## src/hw/rtl/mmc_pkg.sv

```systemverilog
// mmc_pkg: shared types, codes and constants of the banked memory mapper
// depends on nothing; imported by every module of the mapper
`default_nettype none

package mmc_pkg;

   localparam int WORK_RAM_DEPTH_DEF = 8192;
   localparam int CMD_QUEUE_DEPTH    = 2;
   localparam int CMD_PTR_W          = $clog2(CMD_QUEUE_DEPTH);
   localparam int CMD_CNT_W          = $clog2(CMD_QUEUE_DEPTH + 1);
   localparam int MOD_STEPS          = 8;
   localparam int MOD_STEP_W         = $clog2(MOD_STEPS);
   localparam int NUM_BANK_REGS      = 8;
   localparam int BANK_SEL_W         = $clog2(NUM_BANK_REGS);
   localparam int CSR_ADDR_W         = 3;
   localparam int CSR_DATA_W         = 32;
   localparam int COUNT_W            = 6;

   localparam logic [COUNT_W-1:0] PRG_COUNT_RESET = 6'd2;
   localparam logic [COUNT_W-1:0] CHR_COUNT_RESET = 6'd1;

   // register index, taken from paddr bit 2
   localparam logic CSR_IDX_PRG_COUNT = 1'b0;
   localparam logic CSR_IDX_CHR_COUNT = 1'b1;

   // bank registers that hold program banks
   localparam logic [BANK_SEL_W-1:0] BANK_PRG_A = 3'd6;
   localparam logic [BANK_SEL_W-1:0] BANK_PRG_B = 3'd7;

   localparam logic [1:0] ACT_CPU_READ  = 2'd0;
   localparam logic [1:0] ACT_CPU_WRITE = 2'd1;
   localparam logic [1:0] ACT_CHR_READ  = 2'd2;
   localparam logic [1:0] ACT_TICK      = 2'd3;

   typedef enum logic [3:0] {
      OP_NONE,
      OP_RAM_RD,
      OP_RAM_WR,
      OP_PRG_RD,
      OP_CHR_RD,
      OP_BANK_SEL,
      OP_BANK_DATA,
      OP_MIRROR,
      OP_IRQ_LATCH,
      OP_IRQ_CLEAR,
      OP_IRQ_DIS,
      OP_IRQ_EN,
      OP_TICK
   } op_type;

   typedef struct packed {
      logic [1:0]  action;
      logic [15:0] address;
      logic [7:0]  write_data;
   } req_type;

   typedef struct packed {
      logic        handled;
      logic        ram_access;
      logic [18:0] mapped_address;
      logic [7:0]  read_data;
      logic        irq_line;
      logic        mirror_horizontal;
   } rsp_type;

   typedef struct packed {
      op_type      op;
      logic [15:0] address;
      logic [7:0]  data;
   } cmd_type;

   typedef struct packed {
      logic       start;
      logic [7:0] dividend;
      logic [8:0] divisor;
   } mod_req_type;

   typedef struct packed {
      logic       done;
      logic [7:0] remainder;
   } mod_rsp_type;

endpackage

`default_nettype wire

```

## src/hw/rtl/mmc_mod.sv

```systemverilog
// mmc_mod: restoring remainder unit, one dividend bit per cycle
// depends on mmc_pkg
`default_nettype none

module mmc_mod import mmc_pkg::*; (
   input  wire logic        clock,
   input  wire logic        reset,
   input  wire mod_req_type mod_req,
   output mod_rsp_type      mod_rsp
);

   logic                  active_ff, active_in;
   logic                  done_ff, done_in;
   logic [MOD_STEP_W-1:0] step_ff, step_in;
   logic [8:0]            rem_ff, rem_in;
   logic [7:0]            dvd_ff, dvd_in;
   logic [8:0]            dvs_ff, dvs_in;
   logic [9:0]            trial;

   assign trial = {rem_ff, dvd_ff[7]};
   assign mod_rsp.done      = done_ff;
   assign mod_rsp.remainder = rem_ff[7:0];

   always_comb begin
      active_in = active_ff;
      done_in   = 1'b0;
      step_in   = step_ff;
      rem_in    = rem_ff;
      dvd_in    = dvd_ff;
      dvs_in    = dvs_ff;
      if (mod_req.start) begin
         active_in = 1'b1;
         step_in   = MOD_STEP_W'(MOD_STEPS - 1);
         rem_in    = '0;
         dvd_in    = mod_req.dividend;
         dvs_in    = mod_req.divisor;
      end else if (active_ff) begin
         // remainder stays below the divisor, so the trial fits in ten bits
         rem_in = (trial >= {1'b0, dvs_ff}) ? 9'(trial - {1'b0, dvs_ff}) : trial[8:0];
         dvd_in = {dvd_ff[6:0], 1'b0};
         step_in = step_ff - MOD_STEP_W'(1);
         if (step_ff == '0) begin
            active_in = 1'b0;
            done_in   = 1'b1;
         end
      end
   end

   always_ff @(posedge clock) begin
      if (reset) begin
         active_ff <= 1'b0;
         done_ff   <= 1'b0;
      end else begin
         active_ff <= active_in;
         done_ff   <= done_in;
      end
      step_ff <= step_in;
      rem_ff  <= rem_in;
      dvd_ff  <= dvd_in;
      dvs_ff  <= dvs_in;
   end

endmodule

`default_nettype wire

```

## config.mk

```make
export PLATFORM = sky130hd
export DESIGN_NAME = mmc_mod
export DESIGN_NICKNAME = d
export VERILOG_FILES = /design/src/hw/rtl/mmc_pkg.sv /design/src/hw/rtl/mmc_mod.sv
export SDC_FILE = /design/constraint.sdc
export NUM_CORES = 1
export LEC_CHECK = 0
export BUFFER_PORTS_ARGS = -buffer_cell sky130_fd_sc_hd__buf_2
export CAP_MARGIN = 20
export CORE_MARGIN = 4
export CORE_UTILIZATION = 58
export CTS_BUF_LIST = sky130_fd_sc_hd__clkbuf_8
export CTS_CLUSTER_SIZE = 8
export DETAILED_ROUTE_END_ITERATION = 10
export PLACE_DENSITY = 0.83
export RECOVER_POWER = 25
export SETUP_SLACK_MARGIN = 0.5
export SLEW_MARGIN = 20
export SYNTH_ARGS = -nofsm -noshare
export SYNTH_HDL_FRONTEND = slang
export SYNTH_SLANG_ARGS = --single-unit
```

## constraint.sdc

```tcl
create_clock -name clock -period 3.2 [get_ports clock]
set_input_delay 0.16 -clock clock [delete_from_list [all_inputs] [get_ports clock]]
set_output_delay 0.16 -clock clock [all_outputs]
set_load 0.01 [all_outputs]
```

# Yosys cells after proc, flatten, opt, wreduce, memory -nomap -nowiden
# Index checks and enable logic that the tools add are counted.
[word_totals]
regBits = 31
output_inout_bits = 9
elab_cells = 20
input_bits = 20
[classes]
n_mux = 7
addsub = 2
bitwise = 1
n_reduce_logical = 3
n_lt_le_gt_ge = 1
[ops]
columns = ["op", "n"]
rows = [
  ["2-to-1 mux 8 bit", 2],
  [">= comparator 10 x 9 -> 1 bit", 1],
  ["2-to-1 mux 9 bit", 1],
  ["subtractor 9 bit", 1],
  ["2-to-1 mux 1 bit", 4],
  ["logical NOT 3 bit", 1],
  ["OR reduction 3 bit", 1],
  ["subtractor 3 x 1 -> 3 bit (second input constant)", 1],
  ["nonzero test 2 bit", 1],
  ["inverter 1 bit", 1],
]

# Depth between registers and ports, before layout
# Gate-level depths: netlist (run 1).
[logic_depth]
depth_word = 4
mapped_depth = 10
depth_no_buf = 9

# Worst setup path after synthesis (run 1)
# OpenSTA, ideal clock, no wires.
[synth_timing]
path_kind = "reg-to-reg"
from = "register dvd_ff[7]"
to = "register rem_ff[8]"
arrival_ps = 2190
path_stages_with_launch = 10
setup_slack_ps = 883
n_path_buf = 0
cell_sequence = "edfxtp_1 inv_1 ha_1 inv_1 fa_1 a211oi_4 o21ai_2 a211oi_4 a2111oi_0 or3_1"
[synth_between]
elab_chain_len = 2
elab_cells_between_ends = 3
cone_classes = "1 x add/sub; 1 x order compare; 1 x mux"
[synth_lines]
columns = ["element", "line_no", "source"]
rows = [
  ["from (decl)", "mmc_mod.sv:16", "logic [7:0] dvd_ff, dvd_in;"],
  ["from (signal assigned)", "mmc_mod.sv:59", "dvd_ff <= dvd_in;"],
  ["subtractor 9 bit or >= comparator 10 x 9 -> 1 bit (tied branches)", "mmc_mod.sv:39", "rem_in = (trial >= {1'b0, dvs_ff}) ? 9'(trial - {1'b0, dvs_ff}) : trial[8:0];"],
  ["2-to-1 mux 9 bit (*)", "mmc_mod.sv:39", ""],
  ["to (signal assigned)", "mmc_mod.sv:58", "rem_ff <= rem_in;"],
  ["to (decl)", "mmc_mod.sv:15", "logic [8:0] rem_ff, rem_in;"],
]
# Mark *: on every way between the ends. The rest lies on a longest branch, timed or not.
# A chain may end at the register's enable or synchronous reset.

# Worst setup path after layout (run 1)
[layout_timing]
from = "register dvd_ff[7]"
to = "register rem_ff[3]"
# Same word-level chain as after synthesis.

==> impl_summary.txt, run 1 <==
----------------------------------------------------
[Place]
  Number of I/O port buffers ... 28
  Count of placed standard cells including taps ... 224
  Pre-CTS setup slack ... between 0.5 and 0.6 ns
  Placer congestion estimate ... about 0.85
  HPWL after detailed placement ... between 2000 and 2500 um

[Yosys]
  Synthesized-area fraction occupied by xor and xnor cells ... 0.0242
  Syn nets ... ~200
  Synth Instances ... 169
  FF+latch count, synth ... 31
  Count of warnings emitted by yosys ... 0
  Avg Inst Size Synth ... between 10 and 15 sq um
  Count of cell types in the netlist ... 46
  Flip-flop cell with the highest count after synthesis ... sky130_fd_sc_hd__edfxtp_1
  Count of flip-flops with a built-in enable after synthesis ... 17
  Fraction of the mapped netlist area in adder cells ... 0.0872
  Compound-gate portion of the synthesized area ... 0.148
  Cell taking the most area after synthesis ... sky130_fd_sc_hd__edfxtp_1
  Multiplexer fraction of the synthesized cell area ... 0.0713
  FFs w/ async S/R, synth ... 0
  Main combinational cell family by area after synthesis ... compound AO/OA/AOI/OAI gates
  Dominant cells by area after synthesis ... sky130_fd_sc_hd__edfxtp_1 28%, sky130_fd_sc_hd__dfxtp_1 16%, sky130_fd_sc_hd__ha_1 7.6%
  Post-synthesis instance area ... approximately 1800 sq um
  Synth top area share ... 0.282
  Area share of and/or/nand/nor cells after synthesis ... 0.142
  Sequential share of the synthesized area ... 0.437

[Cells and area]
  Non-filler instance count after layout ... roughly 230
  Most common cell after layout, fill and taps aside ... sky130_fd_sc_hd__buf_2
  Final net count ... about 220
  Number of antenna repair diodes ... 0
  Commonest cells after routing, fill and taps aside ... 27 x sky130_fd_sc_hd__buf_2, 17 x sky130_fd_sc_hd__inv_1, 17 x sky130_fd_sc_hd__edfxtp_1
  Layout cell share with drive strength beyond 1 ... 0.230
  Area Growth Syn to Fin ... 10.8%

[Critical path]
  Setup crit end kind ... flop
  Setup slack of the worst register-to-register path ... around 0.65 ns
  Worst reg2reg path startpoint ... dvd_ff[7]
  Start point of the critical path ... dvd_ff[7]
  Worst Path Arrival ... approximately 2.6 ns
  Critical path required time ... approximately 3.3 ns
  Critical Path Source Type ... flop
  Worst reg-to-reg path cell count ... 10
  Worst reg2reg path endpoint ... rem_ff[3]
  Critical-path maximum fanout ... 7
  Type of the worst setup path ... flop to flop

[Global route]
  Global router's overall resource usage ... 0.174
  Via count of the first global-routing pass ... between 1000 and 1500
  Number of antenna violations at the first check in global routing ... 0
  Overall overflow remaining after global route ... 0
  Pin count of the biggest net entering global routing ... 35
  Wire length of the first global-routing pass ... about 5400 um

[STA]
  Timing-limited maximum frequency ... between 300 and 400 MHz
  Setup slack of the critical path after layout ... between 0.6 and 0.7 ns
  Setup clock skew after layout ... approximately 0.0073 ns
  Headroom to the max-slew limit ... 0.0249
  Fin. Hold Viols ... 0
  Final period util ... 0.797
  Post-route minimum period ... between 2 and 3 ns
  Setup TNS ... 0 ns
  Final setup violation count ... 0
  Max Slew Vio Count ... 0
  RSZ-0062 raised after global routing ... no
  Transition time at the pin with the least slew margin ... ~1.5 ns

[Drt]
  Top layer in use ... met4
  Detailed-route vias per instance ... 5.39
  DRT Wirelength ... ~3200 um
  Met3 wirelength from detailed routing ... about 250 um
  Met2 wirelength from detailed routing ... about 1500 um
  First-pass iteration count of the detailed router ... 4
  Vias post-DR ... between 1000 and 1500
  Routed length on met1 ... ~1400 um
  Routed Antenna Nets ... 0
  Starting DRT DRC Count ... 60
  DR WL/cell ... between 10 and 15 um
  Drt drc ... 0

[Clocking]
  Sinks on Clock Net ... 31
  Total number of H-tree levels ... 2
  Number of hold-repair buffers added at the cts stage ... 0
  Clock tree from TritonCTS ... done
  Latest clock arrival within the worst-skew pair ... ~0.28 ns
  Clk slew on worst S/H paths ... 0.07 ns
  Clock Path Buffers ... 2
  Cells resized by post-CTS repair ... 0
  Clock buffer count from CTS ... 5
  Clock tree root buffer cell ... sky130_fd_sc_hd__clkbuf_8

[Min path]
  Endpoint of the worst hold-timing path ... active_ff
  Worst Hold Class ... input pin to flop
  Hold Startpoint ... reset
  Worst hold path depth ... 2

[Floorplanning]
  Horizontal die dimension ... between 60 and 70 um
  I/O pin cnt ... 29
  Die boundary height ... between 60 and 70 um
  Effective utilization at floorplan ... 0.629
  Core area ... roughly 2900 sq um
  # rows ... 19
  Die Outline Area ... 4070 sq um

[Pwr]
  Peak ir drop on the vdd network ... between 0.3 and 0.4 mV
  LEAKAGE ... 0.908 nW
  Power per Cell Area ... 524 nW/um^2

[Run]
  Max-cap violations ... 0

[Run status]
  Run status ... complete, no violations

----------------------------------------------------
-- worst max-delay path, cell delays in order (launching register included) --
cell                       delay, ns
sky130_fd_sc_hd__edfxtp_1       0.36
sky130_fd_sc_hd__inv_1          0.09
sky130_fd_sc_hd__ha_1           0.16
sky130_fd_sc_hd__inv_1          0.05
sky130_fd_sc_hd__fa_1           0.44
sky130_fd_sc_hd__a211oi_4       0.31
sky130_fd_sc_hd__o21ai_2        0.14
sky130_fd_sc_hd__a211oi_4       0.28
sky130_fd_sc_hd__buf_4          0.21
sky130_fd_sc_hd__mux2i_1        0.22
sky130_fd_sc_hd__a211oi_1       0.10
-- how the worst max path moves through the flow --
stage,end,slack (ns),depth (start not counted)
floorplan,rem_ff[8],0.88,9
global placement,rem_ff[3],0.68,10
detailed placement,rem_ff[3],0.53,10
CTS,rem_ff[3],0.52,10
global route,rem_ff[3],0.51,10
finish,rem_ff[3],0.65,10
-- area by class of cell --
cell class | instances | area, sq um
sequential | 31 | 791
fill | 213 | 873
inverter | 16 | 60.1
clock inverter | 2 | 8.76
tap | 42 | 52.6
clock buffer | 6 | 82.6
multi-input combinational | 106 | 855
timing repair buffer | 30 | 154
-- kinds of logic after synthesis --
kind of cell / count (synthesis)
AO/OA/AOI/OAI: 32
multiplexers: 12
XOR/XNOR: 5
buffers and inverters: 32
flip-flops: 31
AND/OR/NAND/NOR: 45
adder cells (fa/ha/maj): 12
-- registers in the layout, summed over array words and instances (netlist names) --
register and count:
dvs_ff 9, rem_ff 9, dvd_ff 8, step_ff 3
active_ff 1, done_ff 1
-- metal layers --
metal,vias to the layer above,GRT usage
met5,-,0
met4,0,0.0889
met3,10,0.0613
met2,38,0.283
met1,569,0.202
li1,639,-
-- power breakdown --
part	total, W	internal (W)	switching (W)
clock	0.000309	0.000170	0.000139
sequential	0.000483	0.000458	0.0000246
combinational	0.000259	0.000117	0.000141
-- Yosys cell counts (2+ instances only) --
cell,number
sky130_fd_sc_hd__ha_1,11
sky130_fd_sc_hd__clkbuf_1,5
sky130_fd_sc_hd__nor3b_1,2
sky130_fd_sc_hd__nand2b_1,6
sky130_fd_sc_hd__o21ai_1,2
sky130_fd_sc_hd__xor2_1,3
sky130_fd_sc_hd__a21oi_1,6
sky130_fd_sc_hd__inv_1,16
sky130_fd_sc_hd__nand3_1,5
sky130_fd_sc_hd__xnor2_1,2
sky130_fd_sc_hd__nand4b_1,2
sky130_fd_sc_hd__nor2_1,11
sky130_fd_sc_hd__a211o_1,3
sky130_fd_sc_hd__buf_4,9
sky130_fd_sc_hd__dfxtp_1,14
sky130_fd_sc_hd__a211oi_1,5
sky130_fd_sc_hd__mux2_1,7
sky130_fd_sc_hd__nand2_1,6
sky130_fd_sc_hd__mux2i_1,5
sky130_fd_sc_hd__o211ai_1,2
sky130_fd_sc_hd__a311oi_1,3
sky130_fd_sc_hd__edfxtp_1,17
sky130_fd_sc_hd__nor3_1,2
sky130_fd_sc_hd__nor2b_1,2
sky130_fd_sc_hd__a211oi_4,2
-- through the flow --
stage	util	hold slack [ns]	cell area, sq um	power (W)
floorplan	-	0.232	1810	0.000695
global placement	0.662	0.334	1910	0.000730
detailed placement	0.662	0.338	1910	0.000744
CTS	0.694	0.0344	2000	0.00106
global route	0.696	0.0354	2000	0.00111
finish	0.696	0.0414	2000	0.00105
-- what timing repair did --
item / in CTS / in global routing
setup endpoints to repair: 0 / 6
endpoints found under the hold margin: 0 / 0
setup buffers: 0 / 1
Note: power is estimated with default switching activity, not from simulation.
==> run 2: changes to the inputs <==
--- a/config.mk
+++ b/config.mk
@@ -8,11 +8,11 @@
 export BUFFER_PORTS_ARGS = -buffer_cell sky130_fd_sc_hd__buf_2
 export CAP_MARGIN = 20
 export CORE_MARGIN = 4
-export CORE_UTILIZATION = 58
+export CORE_UTILIZATION = 53
 export CTS_BUF_LIST = sky130_fd_sc_hd__clkbuf_8
 export CTS_CLUSTER_SIZE = 8
 export DETAILED_ROUTE_END_ITERATION = 10
-export PLACE_DENSITY = 0.83
+export PLACE_DENSITY = 0.79
 export RECOVER_POWER = 25
 export SETUP_SLACK_MARGIN = 0.5
 export SLEW_MARGIN = 20
==> constraint.sdc (replaced) <==
create_clock -name clock -period 2.31 [get_ports clock]
set_input_delay 0.1155 -clock clock [delete_from_list [all_inputs] [get_ports clock]]
set_output_delay 0.1155 -clock clock [all_outputs]
set_load 0.01 [all_outputs]
==> impl_summary.txt, run 2 (synthesis results as in run 1) <==
----------------------------------------------------
[Run status]
  Run status ... complete, no violations

[STA]
  Final setup violation count ... 0 (unchanged)
  Setup slack of the critical path after layout ... 0.0416 ns (-0.608 ns)
  Transition time at the pin with the least slew margin ... 0.597 ns (-0.866 ns)
  Setup TNS ... 0 ns (unchanged)
  Setup clock skew after layout ... 0.00317 ns (-0.00415 ns)
  Headroom to the max-slew limit ... 0.597 (+0.572)
  RSZ-0062 raised after global routing ... yes
  Timing-limited maximum frequency ... 441 MHz (+12%)
  Post-route minimum period ... 2.27 ns (-0.282 ns)
  Max Slew Vio Count ... 0 (unchanged)
  Final period util ... 0.982 (+0.185)
  Fin. Hold Viols ... 0 (unchanged)

[Pwr]
  LEAKAGE ... 1.05 nW (+16%)
  Power per Cell Area ... 714 nW/um^2 (+36%)
  Peak ir drop on the vdd network ... 0.453 mV (+36%)
  Comb pwr share ... 0.290 (+0.043)
  Switching pwr ... 0.000474 W (+55%)
  Internal power contribution ... 0.00119 W (+59%)
  Proportion of power drawn by the clock network ... 0.310 (+0.016)
  Net switching share of the total power ... 0.285 (-0.00515)
  Flop pwr share ... 0.400 (-0.060)

[Clocking]
  Latest clock arrival within the worst-skew pair ... 0.29 ns (about the same)
  Clock buffer count from CTS ... 5 (unchanged)
  Clock tree from TritonCTS ... done
  Clock Path Buffers ... 2 (unchanged)
  Clock tree root buffer cell ... sky130_fd_sc_hd__clkbuf_8
  Sinks on Clock Net ... 31 (unchanged)
  Total number of H-tree levels ... 2 (unchanged)
  Clk slew on worst S/H paths ... 0.06 ns (about the same)

[Critical path]
  CP max stage delay ... 0.39 ns (-0.05 ns)
  Worst reg-to-reg path cell count ... 10 (unchanged)
  Setup crit end kind ... flop
  Setup slack of the worst register-to-register path ... 0.04 ns (-0.61 ns)
  Critical-path maximum fanout ... 7 (unchanged)
  Worst Path Arrival ... 2.42 ns (-0.22 ns)
  Top delay family on crit path ... compound AO/OA/AOI/OAI gates
  Critical Path Source Type ... flop
  Worst reg2reg path startpoint ... dvd_ff[7]
  Master of the slowest instance on the critical path ... sky130_fd_sc_hd__edfxtp_1
  Series of cell instances along the critical path ... inv_2 > ha_4 > inv_2 > fa_2 > a211oi_4 > o21ai_4 > a211oi_4 > buf_6 > mux2i_1 > a211oi_1
  Critical path required time ... 2.46 ns (-0.83 ns)
  Worst reg2reg path endpoint ... rem_ff[3]
  Type of the worst setup path ... flop to flop
  Buffers and inverters on the worst path ... 3 (unchanged)

[Drt]
  Starting DRT DRC Count ... 88 (+47%)
  Vias post-DR ... 1398 (+11%)
  First-pass iteration count of the detailed router ... 4 (unchanged)
  Routed Antenna Nets ... 0 (unchanged)
  Detailed-route vias per instance ... 5.32 (-1.4%)
  Met2 wirelength from detailed routing ... 2030 um (+35%)
  DR WL/cell ... 14.8 um (+7.3%)
  Routed length on met1 ... 1620 um (+17%)
  Met3 wirelength from detailed routing ... 194 um (-21%)
  Drt drc ... 0 (unchanged)
  DRT Wirelength ... 3900 um (+21%)
  Top layer in use ... met4

[Min path]
  Worst Hold Class ... input pin to flop
  Endpoint of the worst hold-timing path ... dvd_ff[0]
  Hold Startpoint ... mod_req[9]
  Worst hold path depth ... 2 (unchanged)

[Cells and area]
  Filler cell count in the final layout ... 230 (+8.0%)
  Registers with the most flip-flops ... dvs_ff: 9 flops, rem_ff: 9 flops, dvd_ff: 8 flops
  Area Growth Syn to Fin ... 28.7%
  Layout cell share with drive strength beyond 1 ... 0.324 (+0.0938)
  Final net count ... 250 (+13%)
  Number of antenna repair diodes ... 0 (unchanged)
  Most common cell after layout, fill and taps aside ... sky130_fd_sc_hd__buf_2
  Commonest cells after routing, fill and taps aside ... 28 x sky130_fd_sc_hd__buf_2, 17 x sky130_fd_sc_hd__edfxtp_1, 17 x sky130_fd_sc_hd__buf_4

[Global route]
  Overall overflow remaining after global route ... 0 (unchanged)
  Pin count of the biggest net entering global routing ... 24 (-31%)
  Global router's overall resource usage ... 0.200 (+0.0259)
  Via count of the first global-routing pass ... 1402 (+12%)
  Wire length of the first global-routing pass ... 6460 um (+20%)
  Number of antenna violations at the first check in global routing ... 0 (unchanged)

[Floorplanning]
  Die boundary height ... 66.4 um (+4.0%)
  Horizontal die dimension ... 66.4 um (+4.0%)
  Effective utilization at floorplan ... 0.573 (-0.0551)
  Die Outline Area ... 4410 sq um (+8.2%)
  # rows ... 20 (+1)
  Core area ... 3150 sq um (+9.6%)
  I/O pin cnt ... 29 (unchanged)

[Place]
  Number of I/O port buffers ... 28 (unchanged)
  HPWL after detailed placement ... 2520 um (+5.1%)
  Placer congestion estimate ... 0.842 (-0.74%)
  Pre-CTS setup slack ... 0.0351 ns (-0.498 ns)

[Run]
  Max-cap violations ... 0 (unchanged)

----------------------------------------------------
run 2: cell count changes in the layout (fill, tap and decap cells not counted), sizes merged:
cell	change
dlygate4sd3	+10
buf	+19
bufinv	+1
clkinv	+1
clkbuf	-2
inv	-1
run 2: layout make-up:
class                   count  area [sq um]  area share
multi-input cells         106           912       0.392
flip-flops and latches     31           791       0.340
repair buffers             58           402       0.173
clock buffers               5          68.8      0.0296
inverters                  16          60.1      0.0258
well taps                  44          55.1      0.0237
clock inverters             3          38.8      0.0167
run 2: power groups by stage:
stage	sequential, W	clock (W)	combinational [W]
3_3_place_gp	0.000672	0	0.000361
3_5_place_dp	0.000675	0	0.000371
6_report	0.000665	0.000515	0.000482
2_1_floorplan	0.000664	0	0.000300
5_1_grt	0.000670	0.000561	0.000530
4_1_cts	0.000664	0.000528	0.000432
run 2: repair_timing:
item                                    4_1_cts  5_1_grt
gates cloned                                  0        0
resized for setup                             9        5
endpoints found under the setup margin        9        9
pin swaps                                     3        2
buffers inserted                             11        3
hold buffers                                  8        2
hold endpoints to repair                      8        2
run 2: per-layer routing:
layer | GRT usage | vias to the layer above
met3 | 0.0663 | 6
met5 | 0 | -
met2 | 0.327 | 36
li1 | - | 695
met1 | 0.246 | 661
met4 | 0.0635 | 0
run 2: worst max path at each step:
stage / from / end / slack (ns) / depth (start not counted)
2_1_floorplan: dvd_ff[7] / rem_ff[8] / 0.15 / 9
3_3_place_gp: dvd_ff[7] / rem_ff[6] / 0.09 / 10
3_5_place_dp: dvd_ff[7] / rem_ff[3] / 0.04 / 10
4_1_cts: dvd_ff[7] / rem_ff[3] / 0.12 / 10
5_1_grt: dvd_ff[7] / rem_ff[3] / -0.06 / 10
6_report: dvd_ff[7] / rem_ff[3] / 0.04 / 10
run 2: through the flow:
stage                util  hold WS (ns)  area (sq um)  instances  power [W]
floorplan               -         0.188          1810        169   0.000964
global placement    0.618         0.289          1950        231    0.00103
detailed placement  0.618         0.294          1950        231    0.00105
CTS                 0.714       0.00158          2250        258    0.00162
global route        0.738         0.100          2330        263    0.00176
finish              0.738         0.114          2330        263    0.00166
