`src/hw/rtl/mmc_pkg.sv`:
```
// mmc_pkg: shared types, codes and constants of the banked memory mapper
// depends on nothing; imported by every module of the mapper
`default_nettype none

package mmc_pkg;

   localparam int WORK_RAM_DEPTH_DEF = 8192;
   localparam int CMD_QUEUE_DEPTH    = 2;
   localparam int CMD_PTR_W          = $clog2(CMD_QUEUE_DEPTH);
   localparam int CMD_CNT_W          = $clog2(CMD_QUEUE_DEPTH + 1);
   localparam int MOD_STEPS          = 8;
   localparam int MOD_STEP_W         = $clog2(MOD_STEPS);
   localparam int NUM_BANK_REGS      = 8;
   localparam int BANK_SEL_W         = $clog2(NUM_BANK_REGS);
   localparam int CSR_ADDR_W         = 3;
   localparam int CSR_DATA_W         = 32;
   localparam int COUNT_W            = 6;

   localparam logic [COUNT_W-1:0] PRG_COUNT_RESET = 6'd2;
   localparam logic [COUNT_W-1:0] CHR_COUNT_RESET = 6'd1;

   // register index, taken from paddr bit 2
   localparam logic CSR_IDX_PRG_COUNT = 1'b0;
   localparam logic CSR_IDX_CHR_COUNT = 1'b1;

   // bank registers that hold program banks
   localparam logic [BANK_SEL_W-1:0] BANK_PRG_A = 3'd6;
   localparam logic [BANK_SEL_W-1:0] BANK_PRG_B = 3'd7;

   localparam logic [1:0] ACT_CPU_READ  = 2'd0;
   localparam logic [1:0] ACT_CPU_WRITE = 2'd1;
   localparam logic [1:0] ACT_CHR_READ  = 2'd2;
   localparam logic [1:0] ACT_TICK      = 2'd3;

   typedef enum logic [3:0] {
      OP_NONE,
      OP_RAM_RD,
      OP_RAM_WR,
      OP_PRG_RD,
      OP_CHR_RD,
      OP_BANK_SEL,
      OP_BANK_DATA,
      OP_MIRROR,
      OP_IRQ_LATCH,
      OP_IRQ_CLEAR,
      OP_IRQ_DIS,
      OP_IRQ_EN,
      OP_TICK
   } op_type;

   typedef struct packed {
      logic [1:0]  action;
      logic [15:0] address;
      logic [7:0]  write_data;
   } req_type;

   typedef struct packed {
      logic        handled;
      logic        ram_access;
      logic [18:0] mapped_address;
      logic [7:0]  read_data;
      logic        irq_line;
      logic        mirror_horizontal;
   } rsp_type;

   typedef struct packed {
      op_type      op;
      logic [15:0] address;
      logic [7:0]  data;
   } cmd_type;

   typedef struct packed {
      logic       start;
      logic [7:0] dividend;
      logic [8:0] divisor;
   } mod_req_type;

   typedef struct packed {
      logic       done;
      logic [7:0] remainder;
   } mod_rsp_type;

endpackage

`default_nettype wire

```
`src/hw/rtl/mmc_front.sv`:
```
// mmc_front: accepts requests, decodes them into commands, queues them
// depends on mmc_pkg
`default_nettype none

module mmc_front import mmc_pkg::*; (
   input  wire logic    clock,
   input  wire logic    reset,
   input  wire logic    push,
   output logic         full,
   input  wire req_type req_data,
   output logic         cmd_valid,
   output cmd_type      cmd,
   input  wire logic    cmd_pop
);

   cmd_type                queue_ff [CMD_QUEUE_DEPTH];
   logic [CMD_PTR_W-1:0]   wr_ptr_ff, wr_ptr_in;
   logic [CMD_PTR_W-1:0]   rd_ptr_ff, rd_ptr_in;
   logic [CMD_CNT_W-1:0]   count_ff, count_in;
   cmd_type                dec;
   logic                   do_push;
   logic                   ram_window;

   assign full      = (count_ff == CMD_CNT_W'(CMD_QUEUE_DEPTH));
   assign cmd_valid = (count_ff != '0);
   assign cmd       = queue_ff[rd_ptr_ff];
   assign do_push   = push && !full;
   assign ram_window = (req_data.address[15:13] == 3'b011);

   always_comb begin
      dec.address = req_data.address;
      dec.data    = req_data.write_data;
      dec.op      = OP_NONE;
      unique case (req_data.action)
         ACT_CPU_READ: begin
            if (ram_window) dec.op = OP_RAM_RD;
            else if (req_data.address[15]) dec.op = OP_PRG_RD;
         end
         ACT_CPU_WRITE: begin
            if (ram_window) begin
               dec.op = OP_RAM_WR;
            end else if (req_data.address[15]) begin
               unique case (req_data.address[14:13])
                  2'b00: dec.op = req_data.address[0] ? OP_BANK_DATA : OP_BANK_SEL;
                  2'b01: dec.op = req_data.address[0] ? OP_NONE : OP_MIRROR;
                  2'b10: dec.op = req_data.address[0] ? OP_IRQ_CLEAR : OP_IRQ_LATCH;
                  2'b11: dec.op = req_data.address[0] ? OP_IRQ_EN : OP_IRQ_DIS;
                  default: dec.op = OP_NONE;
               endcase
            end
         end
         ACT_CHR_READ: begin
            if (req_data.address[15:13] == 3'b000) dec.op = OP_CHR_RD;
         end
         ACT_TICK: dec.op = OP_TICK;
         default: dec.op = OP_NONE;
      endcase
   end

   always_comb begin
      wr_ptr_in = wr_ptr_ff;
      rd_ptr_in = rd_ptr_ff;
      count_in  = count_ff;
      if (do_push) begin
         wr_ptr_in = (wr_ptr_ff == CMD_PTR_W'(CMD_QUEUE_DEPTH - 1)) ? '0
                                                                     : wr_ptr_ff + 1'b1;
      end
      if (cmd_pop) begin
         rd_ptr_in = (rd_ptr_ff == CMD_PTR_W'(CMD_QUEUE_DEPTH - 1)) ? '0
                                                                     : rd_ptr_ff + 1'b1;
      end
      if (do_push && !cmd_pop) count_in = count_ff + CMD_CNT_W'(1);
      else if (!do_push && cmd_pop) count_in = count_ff - CMD_CNT_W'(1);
   end

   always_ff @(posedge clock) begin
      if (reset) begin
         wr_ptr_ff <= '0;
         rd_ptr_ff <= '0;
         count_ff  <= '0;
      end else begin
         wr_ptr_ff <= wr_ptr_in;
         rd_ptr_ff <= rd_ptr_in;
         count_ff  <= count_in;
      end
   end

   always_ff @(posedge clock) begin
      if (do_push) queue_ff[wr_ptr_ff] <= dec;
   end

endmodule

`default_nettype wire

```
`config.mk`:
```
export PLATFORM = sky130hd
export DESIGN_NAME = mmc_front
export DESIGN_NICKNAME = d
export VERILOG_FILES = /design/src/hw/rtl/mmc_pkg.sv /design/src/hw/rtl/mmc_front.sv
export SDC_FILE = /design/constraint.sdc
export NUM_CORES = 1
export LEC_CHECK = 0
export BUFFER_PORTS_ARGS = -buffer_cell sky130_fd_sc_hd__buf_2
export CAP_MARGIN = 10
export CELL_PAD_IN_SITES_DETAIL_PLACEMENT = 0
export CELL_PAD_IN_SITES_GLOBAL_PLACEMENT = 1
export CORE_ASPECT_RATIO = 1.25
export CORE_MARGIN = 1.5
export CORE_UTILIZATION = 45
export CTS_BUF_LIST = sky130_fd_sc_hd__clkbuf_4
export CTS_CLUSTER_DIAMETER = 60
export DETAILED_ROUTE_END_ITERATION = 12
export PLACE_DENSITY = 0.78
export SYNTH_ARGS = -nofsm -noshare
export SYNTH_HDL_FRONTEND = slang
export SYNTH_SLANG_ARGS = --single-unit
```
`constraint.sdc`:
```
create_clock -name clock -period 2.2 [get_ports clock]
set_clock_uncertainty 0.05 [all_clocks]
set_input_delay 0.44 -clock clock [delete_from_list [all_inputs] [get_ports clock]]
set_output_delay 0.44 -clock clock [all_outputs]
set_load 0.005 [all_outputs]
```
== After elaboration in Yosys (flattened, before gate mapping) ==
Memory sizes are Yosys's and may differ from the RTL's. A register that Yosys moved wholly into a read port is not among the register bits.
Index checks and enable logic that the tools add are counted.

* Eq/ne operators: 8
* Reduce and logical (&&, ||, !) cells: 11
* Add/sub/neg operators: 4
* Multiplexer cells: 19

{| class="wikitable"
|+ Operators with widths
! kind !! count
|-
| $pmux W4 S4 || 2
|-
| $eq A2 B2 Y1 const B || 5
|-
| $mux W2 || 5
|-
| $mux W1 || 8
|-
| $mux W4 || 2
|-
| $mux W3 || 2
|-
| $eq A2 B1 Y1 const B || 2
|-
| $logic_not A2 Y1 || 2
|-
| $reduce_bool A2 Y1 || 2
|-
| $eq A3 B2 Y1 const B || 1
|-
| $logic_and A1 B1 Y1 || 3
|-
| $logic_not A1 Y1 || 3
|-
| $logic_not A3 Y1 || 1
|-
| $add A1 B1 Y1 const B || 2
|-
| $add A2 B1 Y2 const B || 1
|-
| $sub A2 B1 Y2 const B || 1
|}

* Memories: 1
* Memory bits (writable): 56
* Output and inout bits: 30
* Logic and storage cells: 46
* Register bits after elaboration: 4
* Input bits: 30

{| class="wikitable"
|+ Memory list
! memory !! words !! bits a word !! rd ports !! clocked after memory_dff !! wr ports !! RTL line !! RTL
|-
| queue_ff || 2 || 28 || 1 || 1 || 1 || mmc_front.sv:16 || <nowiki>cmd_type queue_ff [CMD_QUEUE_DEPTH];</nowiki>
|}

== Logic depth before layout (Yosys ltp) ==
Gate-level depths: netlist (run 1).

* Depth in word-level cells: 7
* Mapped depth: 6
* Mapped depth without buffers: 6

== Worst setup path before layout (run 1) ==
No wires, ideal clock.

* Path kind: input to register
* From: input push
* To: memory queue_ff[0][0] (netlist name), enable pin
* Setup time: 0.383 ns
* Required time: 1.767 ns
* Data arrival time: 1.403 ns
* Stages on the path: 3
* Buffers on the path: 0
* Path slack: 0.365 ns
* Cells stage by stage: inv_1 -> or3_1 -> inv_1

* Word-level cells in the longest chain between the ends: 3

{| class="wikitable"
|+ Ends and longest elaborated chain
! item !! RTL line !! RTL
|-
| from (decl) || mmc_front.sv:8 || <nowiki>input wire logic push,</nowiki>
|-
| $logic_and A1 B1 Y1 || mmc_front.sv:27 || <nowiki>assign do_push = push && !full;</nowiki>
|-
| $mux W1 || mmc_front.sv:89 || <nowiki>if (do_push) queue_ff[wr_ptr_ff] <= dec;</nowiki>
|-
| $mux W1 (not written as such) || mmc_front.sv:89 ||
|-
| to (decl) || mmc_front.sv:16 ||
|}

No other way between the ends.

==> results.yml, run 1 <==
run_status:
  status: "finished clean"
yosys:
  ys_seq_elements: 61
  synth_top_area_share: 0.718
  synth_area_per_cell_um2: 17.9
  netlist_area_um2: 2340
  synth_flop_cell: "edfxtp_1"
  postSynthCellCount: 131
  synth_enable_flop_cells: 56
  yosysTopAreaCell: "edfxtp_1"
  synth_most_common_cell: "edfxtp_1"
  yosysSeqAreaShare: 0.761
  synth_area_leaders: "edfxtp_1 72%, mux2_2 13%, dfxtp_1 4.3%"
  synthesis.nets: 162
  synth_warnings: 0
  synth_commonest_cells: "56 x edfxtp_1, 28 x mux2_2, 7 x o21ai_0"
  synth_async_sr_flop_share: 0
  yosys.cell_types.count: 21
job:
  maxCapViolations: 0
cts:
  cts_root_buf: "clkbuf_4"
  clkTransAtPathRegs_ps: 90
  ctsHoldBuffers: 0
  worstSkewPairLatency_ps: 370
  cts_buffers: 9
  post-cts-setup-buffer-count: 0
  cts.htree.levels: 3
  ctsResizeCount: 0
  cts_tree: "yes"
  clock-sinks: 61
  clk_path_buf_depth: 2
placed_design:
  gp_congestion: 0.623
  io_buffers: 59
  hpwl_um: 2700
setup_path:
  cp_data_arrival_time_ps: 1470
  rr_worst_depth: 5
  criticalPathCategory: "flip-flop to output pin"
  critPathMaxFanout: 17
  startpoint_type: "flip-flop"
  r2r-end: "count_ff[1]$_SDFFE_PP0P_"
  crit_buf_inv: 2
  critPathRequiredTime_ps: 1710
  crit_path_cell_trace: "buf_4 -> mux2_2 -> buf_2"
  rr_startpoint: "count_ff[1]$_SDFFE_PP0P_"
  crit_family: "buffers and inverters"
  end_kind: "output pin"
  r2r_slack_ps: 610
  cpPeakStageDelay_ps: 380
  slowest_stage: "mux2_2"
floorplan:
  die-width_um: 67.5
  ios: 60
  dieArea_um2: 5650
  floorplan.initialDensity: 0.464
  core-area_um2: 5040
  rows: 29
  fp.dieH_um: 83.7
route:
  num_vias: 1321
  first_pass_iters: 4
  route.detailed.drc: 0
  detail-route-antenna-nets: 0
  post_drt_wl_per_cell_um: 14.1
  via_per_inst: 4.87
  routed_wl_um: 3820
  drt_iter0_markers: 66
timing:
  max_freq_ghz: 0.511
  tns_ps: 0
  max-slew-margin-rel: 0.843
  rsz0062_at_grt: "no"
  hold_viol_final: 0
  timing.final.setup_violations: 0
  post-route-min-period_ps: 1960
  tightest_slew_ps: 234
  fin_crit_sh: 0.889
  slew_viol_final: 0
pwr:
  combPwrFrac: 0.161
  power.switching_w: 0.000575
  ir_worst_vdd_mv: 0.398
  internal-power_w: 0.00186
  p_leak_nw: 1.11
  seqPwrFrac: 0.590
  clockPowerShare: 0.249
  power_density_nw_per_um2: 855
  p_sw_frac: 0.236
global_routing:
  grt_max_degree: 19
  antenna_found_initial: 0
  grt_overflow: 0
  grt_pass1_vias: 1357
  track_usage: 0.150
  grt_pass1_wl_um: 6020
worst_hold_path:
  holdPathEnd: "queue_ff[1][5]$_DFFE_PP_"
  whs_path_depth: 1
  hp-start: "req_data[5]"
  hp-class: "input port to flip-flop"
cells_and_area:
  areaGrowthSynthToFinish_pct: 21.5
  utilization: 0.564
  multi_input_area_um2: 526
  diodes: 0
  drive_gt1_frac: 0.517
  fillers: 430
  layout.area.seq_um2: 1780
  fin_nets: 235
-- state kept, by name, summed over array words and instances, names as in the netlist, named ones only --
name / count
queue_ff: 56
rd_ptr_ff: 1
wr_ptr_ff: 1
count_ff: 2
-- per-stage QoR --
stage	instance area, µm²	setup WS [ps]	total power (W)	hold WS (ps)	instances
2_1_floorplan	2340	365	0.00168	402	131
3_3_place_gp	2740	598	0.00184	426	255
3_5_place_dp	2740	564	0.00186	436	255
4_1_cts	2850	195	0.00247	160	271
5_1_grt	2850	142	0.00256	150	271
6_report	2850	244	0.00243	194	271
-- layer usage --
layer,up-vias,wire length (µm),global-route usage
li1,643,-,-
met1,630,1500,0.162
met2,39,2040,0.251
met3,9,224,0.0607
met4,0,58,0.0668
met5,-,0,0
-- power groups by stage --
stage          Sequential, W  Clock, W  Combinational (W)
2_1_floorplan        0.00145         0           0.000222
6_report             0.00144  0.000607           0.000391
5_1_grt              0.00145  0.000682           0.000434
4_1_cts              0.00144  0.000631           0.000400
3_5_place_dp         0.00146         0           0.000398
3_3_place_gp         0.00146         0           0.000386
-- how the worst max path moves through the flow --
stage                                            to  depth (start not counted)  slack, ps      start
after floorplan            queue_ff[0][0]$_DFFE_PP_                          3        360       push
after global placement    queue_ff[0][18]$_DFFE_PP_                          5        600       push
after detailed placement   count_ff[1]$_SDFFE_PP0P_                          6        560       push
after CTS                                    cmd[8]                          3        190  flip-flop
after global routing                         cmd[2]                          3        140  flip-flop
final                                        cmd[8]                          3        240  flip-flop
-- layout by cell type, fill, tap and decap left out, drive strengths merged, types with 3 or more instances in the layout --
cell,count
buf,65
edfxtp,56
mux2,28
clkbuf,12
o21ai,7
a21oi,5
nor2,5
dfxtp,5
inv,4
clkinv,4
and2,3
nor2b,3
-- cells by family (layout without fill, tap and decap cells) --
logic type                 after synthesis  in the layout  synth area share
muxes                                   29             29             0.139
and+or+nand+nor                         17             17            0.0395
adders and majority gates                1              1           0.00534
xor gates and xnor gates                 3              3            0.0112
AOI/OAI and AO/OA                       13             13            0.0294
buffers and inverters                    7             85            0.0150
DFF                                     61             61             0.761
-- final cells by class --
class,instances,area share
clock buffers,12,0.0316
clock inverters,4,0.00571
inverters,4,0.00527
multi-input cells,63,0.185
flip-flops and latches,61,0.626
well taps,62,0.0273
repair buffers,65,0.120
Note: power is estimated with default switching activity, not from simulation.
==> run 2, diff against run 1 <==
--- a/config.mk
+++ b/config.mk
@@ -15,7 +15,7 @@
 export CTS_BUF_LIST = sky130_fd_sc_hd__clkbuf_4
 export CTS_CLUSTER_DIAMETER = 60
 export DETAILED_ROUTE_END_ITERATION = 12
-export PLACE_DENSITY = 0.78
+export PLACE_DENSITY = 0.79
 export SYNTH_ARGS = -nofsm -noshare
 export SYNTH_HDL_FRONTEND = slang
 export SYNTH_SLANG_ARGS = --single-unit
==> run 2 against run 1 <==
Clock-buffer cell count decreased by 2. Sequential power about the same. Setup slack better by 6.4 ps. Fmax rose by 0.33%. Core utilization is 0.30 points higher. First-iteration DRC count is 29% lower. Critical endpoint is now cmd[5]. Highest routed layer unchanged.
==> results.yml, run 2 (same netlist as run 1, synthesis figures left out) <==
floorplan:
  dieArea_um2: 5650
  ios: 60
  fp.dieH_um: 83.7
  die-width_um: 67.5
  core-area_um2: 5040
  rows: 29
  floorplan.initialDensity: 0.464
timing:
  layout_setup_ws_ps: 250
  slew_viol_final: 0
  post-route-min-period_ps: 1950
  hold_viol_final: 0
  max_freq_ghz: 0.513
  fin_crit_sh: 0.886
  tns_ps: 0
  timing.final.setup_violations: 0
  max-slew-margin-rel: 0.749
  tightest_slew_ps: 376
  rsz0062_at_grt: "no"
pwr:
  p_leak_nw: 1.11
  ir_worst_vdd_mv: 0.557
  power_density_nw_per_um2: 886
route:
  via_per_inst: 4.86
  drt_iter0_markers: 47
  first_pass_iters: 4
  route.detailed.drc: 0
  post_drt_wl_per_cell_um: 14.3
  num_vias: 1312
  detail-route-antenna-nets: 0
  routed_wl_um: 3860
cells_and_area:
  largest_register_ffs: 56
  areaGrowthSynthToFinish_pct: 22.2
  top_regs: "queue_ff: 56 flops, count_ff: 2 flops"
  drive_gt1_frac: 0.514
  fillers: 427
  most-common-layout-cells: "59 x buf_2, 56 x edfxtp_1, 28 x mux2_2, 10 x clkbuf_4, 7 x o21ai_0"
  fin_nets: 234
  regMostFlops: "queue_ff"
  diodes: 0
  layout_commonest_cell: "buf_2"
cts:
  ctsHoldBuffers: 0
  post-cts-setup-buffer-count: 0
  cts_buffers: 9
  cts_root_buf: "clkbuf_4"
  cts_tree: "yes"
  ctsResizeCount: 0
  worstSkewPairLatency_ps: 380
  clock-sinks: 61
  clk_path_buf_depth: 2
  cts.htree.levels: 3
  clkTransAtPathRegs_ps: 100
global_routing:
  grt_max_degree: 29
  grt_pass1_vias: 1308
  grt_overflow: 0
  antenna_found_initial: 0
  track_usage: 0.155
  grt_pass1_wl_um: 6070
setup_path:
  cpPeakStageDelay_ps: 370
  critPathRequiredTime_ps: 1710
  slowest_stage: "mux2_2"
  critPathMaxFanout: 17
  crit_path_cell_trace: "buf_4 -> mux2_2 -> buf_2"
  r2r-end: "count_ff[1]$_SDFFE_PP0P_"
  rr_worst_depth: 5
  end_kind: "output pin"
  criticalPathCategory: "flip-flop to output pin"
  rr_startpoint: "count_ff[1]$_SDFFE_PP0P_"
  startpoint_type: "flip-flop"
  cp_data_arrival_time_ps: 1460
  r2r_slack_ps: 630
placed_design:
  hpwl_um: 2700
  io_buffers: 59
  gp_congestion: 0.686
  dp_slack_ps: 581
worst_hold_path:
  whs_path_depth: 1
  hp-start: "req_data[10]"
  hp-class: "input port to flip-flop"
  holdPathEnd: "queue_ff[0][10]$_DFFE_PP_"
run_status:
  status: "finished clean"
job:
  maxCapViolations: 0
run 2: cell types whose count changed in the layout (fill, tap and decap cells not counted), sizes merged:
cell	before	now
clkbuf	12	10
clkinvlp	0	1
buf	65	64
bufinv	0	1
run 2: final cells by class:
| cell class | count | area [µm²] | area share |
|---|---|---|---|
| Clock buffer | 10 | 75.1 | 0.0262 |
| Multi-Input combinational cell | 63 | 526 | 0.184 |
| Sequential cell | 61 | 1780 | 0.623 |
| Tap cell | 62 | 77.6 | 0.0271 |
| Clock inverter | 6 | 53.8 | 0.0188 |
| Inverter | 4 | 15.0 | 0.00525 |
| Timing Repair Buffer | 64 | 333 | 0.116 |
run 2: critical path, delay by kind of cell (launching register included):
kind,cells,cell delay (ps)
flops,1,330
mux,1,370
buf+inv,2,380
run 2: report_power, final:
part	internal [W]	switching (W)
Clock	0.000347	0.000363
Combinational	0.000197	0.000192
Sequential	0.00140	0.0000343
run 2: worst max-delay path by stage:
stage | startpoint | end | slack [ps]
2_1_floorplan | push | queue_ff[0][0]$_DFFE_PP_ | 360
3_3_place_gp | push | queue_ff[0][15]$_DFFE_PP_ | 590
3_5_place_dp | push | queue_ff[0][15]$_DFFE_PP_ | 580
4_1_cts | flip-flop | cmd[6] | 210
5_1_grt | flip-flop | cmd[13] | 150
6_report | flip-flop | cmd[5] | 250
run 2: per-stage QoR:
stage | instance area [µm²] | power [W] | cells | hold WS, ps | utilization
4_1_cts | 2860 | 0.00257 | 270 | 171 | 0.567
5_1_grt | 2860 | 0.00267 | 270 | 148 | 0.567
3_3_place_gp | 2730 | 0.00184 | 254 | 424 | 0.542
6_report | 2860 | 0.00254 | 270 | 187 | 0.567
2_1_floorplan | 2340 | 0.00168 | 131 | 402 | -
3_5_place_dp | 2730 | 0.00186 | 254 | 435 | 0.542
run 2: routing by layer:
| layer | wire [µm] | global-route usage | vias to the layer above | share of wire |
|---|---|---|---|---|
| li1 | - | - | 644 | - |
| met1 | 1440 | 0.159 | 620 | 0.37 |
| met2 | 2120 | 0.263 | 41 | 0.55 |
| met3 | 240 | 0.0675 | 7 | 0.062 |
| met4 | 58 | 0.0724 | 0 | 0.015 |
| met5 | 0 | 0 | - | 0 |
==> run 3, diff against run 2 <==
--- a/config.mk
+++ b/config.mk
@@ -15,7 +15,7 @@
 export CTS_BUF_LIST = sky130_fd_sc_hd__clkbuf_4
 export CTS_CLUSTER_DIAMETER = 60
 export DETAILED_ROUTE_END_ITERATION = 12
-export PLACE_DENSITY = 0.79
+export PLACE_DENSITY = 0.92
 export SYNTH_ARGS = -nofsm -noshare
 export SYNTH_HDL_FRONTEND = slang
 export SYNTH_SLANG_ARGS = --single-unit
==> constraint.sdc (replaced) <==
create_clock -name clock -period 2.08 [get_ports clock]
set_clock_uncertainty 0.05 [all_clocks]
set_input_delay 0.416 -clock clock [delete_from_list [all_inputs] [get_ports clock]]
set_output_delay 0.416 -clock clock [all_outputs]
set_load 0.005 [all_outputs]
==> run 3 against run 2 <==
Critical path type unchanged. Worst hold slack lost 5.0 ps. Sequential power rose by 6%. Register-to-register slack worse by 80 ps. Combinational power is 6.7% higher. Critical endpoint is now cmd[13]. Routed wire length is 3.0% lower. Clock-buffer cell count up 1. Critical path depth stayed put. Largest power group unchanged. Global-route usage is 0.98 points lower. Via count shrank 0.76%.
==> results.yml, run 3 (same netlist as run 1, synthesis figures left out) <==
cts:
  worstSkewPairLatency_ps: 360
  ctsResizeCount: 0
  cts.htree.levels: 3
  clock-sinks: 61
  clkTransAtPathRegs_ps: 90
  cts_tree: "yes"
  ctsHoldBuffers: 0
  cts_buffers: 9
  clk_path_buf_depth: 2
  post-cts-setup-buffer-count: 0
  cts_root_buf: "clkbuf_4"
setup_path:
  cp_num_cells: 3
  critPathMaxFanout: 15
  crit_buf_inv: 2
  cp_data_arrival_time_ps: 1430
  startpoint_type: "flip-flop"
  crit_family: "multiplexers"
  crit_path_cell_trace: "buf_4 -> mux2_2 -> buf_2"
  critPathRequiredTime_ps: 1610
  cpPeakStageDelay_ps: 370
  rr_worst_depth: 5
  end_kind: "output pin"
  criticalPathCategory: "flip-flop to output pin"
  slowest_stage: "mux2_2"
floorplan:
  floorplan.initialDensity: 0.464
  rows: 29
  die-width_um: 67.5
  ios: 60
  core-area_um2: 5040
  dieArea_um2: 5650
  fp.dieH_um: 83.7
timing:
  fin_crit_sh: 0.911
  timing.final.setup_violations: 0
  max-slew-margin-rel: 0.751
  tns_ps: 0
  slew_viol_final: 0
  max_freq_ghz: 0.528
  post-route-min-period_ps: 1900
  tightest_slew_ps: 374
  rsz0062_at_grt: "no"
  hold_viol_final: 0
route:
  route.detailed.drc: 0
  num_vias: 1302
  first_pass_iters: 4
  via_per_inst: 4.88
  drt_iter0_markers: 58
  routed_wl_um: 3740
  detail-route-antenna-nets: 0
  post_drt_wl_per_cell_um: 14.0
pwr:
  power_density_nw_per_um2: 933
  ir_worst_vdd_mv: 0.533
  p_leak_nw: 1.11
cells_and_area:
  top_regs: "queue_ff: 56 flops, count_ff: 2 flops"
  largest_register_ffs: 56
  drive_gt1_frac: 0.517
  fin_nets: 233
  diodes: 0
  regMostFlops: "queue_ff"
  most-common-layout-cells: "59 x buf_2, 56 x edfxtp_1, 28 x mux2_2, 11 x clkbuf_4, 7 x o21ai_0"
  final_area_um2: 2860
  areaGrowthSynthToFinish_pct: 22.1
  layout_commonest_cell: "buf_2"
placed_design:
  gp_congestion: 0.747
  hpwl_um: 2570
  place_area_um2: 2740
  io_buffers: 59
global_routing:
  top_usage_layer: "met2"
  use_met2: 0.234
  met3_usage: 0.0526
  track_usage: 0.145
  grt_pass1_wl_um: 5730
  antenna_found_initial: 0
  grt_max_degree: 29
  grt_overflow: 0
  grt_util_met1: 0.161
  grt_pass1_vias: 1270
run_status:
  status: "finished clean"
worst_hold_path:
  whs_path_depth: 1
  hp-class: "input port to flip-flop"
job:
  maxCapViolations: 0
run 3: cell types whose count changed in the layout (fill, tap and decap cells not counted), sizes merged:
| cell | previous run | this run |
|---|---|---|
| clkbuf | 10 | 11 |
| clkinv | 4 | 2 |
| clkinvlp | 1 | 0 |
| buf | 64 | 63 |
run 3: worst paths after layout:
| path | from | end | slack, ps |
|---|---|---|---|
| max | flip-flop | cmd[13] | 180 |
| min | req_data[15] | queue_ff[1][15]$_DFFE_PP_ | 180 |
| max reg2reg | count_ff[1]$_SDFFE_PP0P_ | count_ff[1]$_SDFFE_PP0P_ | 550 |
| min reg2reg | wr_ptr_ff$_SDFFE_PP0N_ | wr_ptr_ff$_SDFFE_PP0N_ | 450 |
run 3: metrics by stage:
stage	setup WS, ps	hold WS [ps]	utilization	total power [W]	instances
global placement	519	429	0.543	0.00196	253
finish	185	182	0.567	0.00267	267
detailed placement	511	439	0.543	0.00197	253
CTS	138	150	0.567	0.00270	267
global route	64.1	148	0.567	0.00279	267
floorplan	269	402	-	0.00177	131
run 3: area by class of cell:
cell class	count	area, µm²
clock buffers	11	82.6
clock inverters	3	38.8
fillers	417	2180
inverters	4	15.0
multi-input cells	63	526
flip-flops and latches	61	1780
well taps	62	77.6
repair buffers	63	338
run 3: power by group:
part           total [W]  switching (W)  internal (W)
logic           0.000415       0.000202      0.000212
registers        0.00152      0.0000344       0.00148
clock network   0.000734       0.000358      0.000376
run 3: metal layers:
metal | routed length, µm | up-vias
met5 | 0 | -
met4 | 93 | 0
met3 | 203 | 8
met2 | 1940 | 36
met1 | 1500 | 621
li1 | - | 637
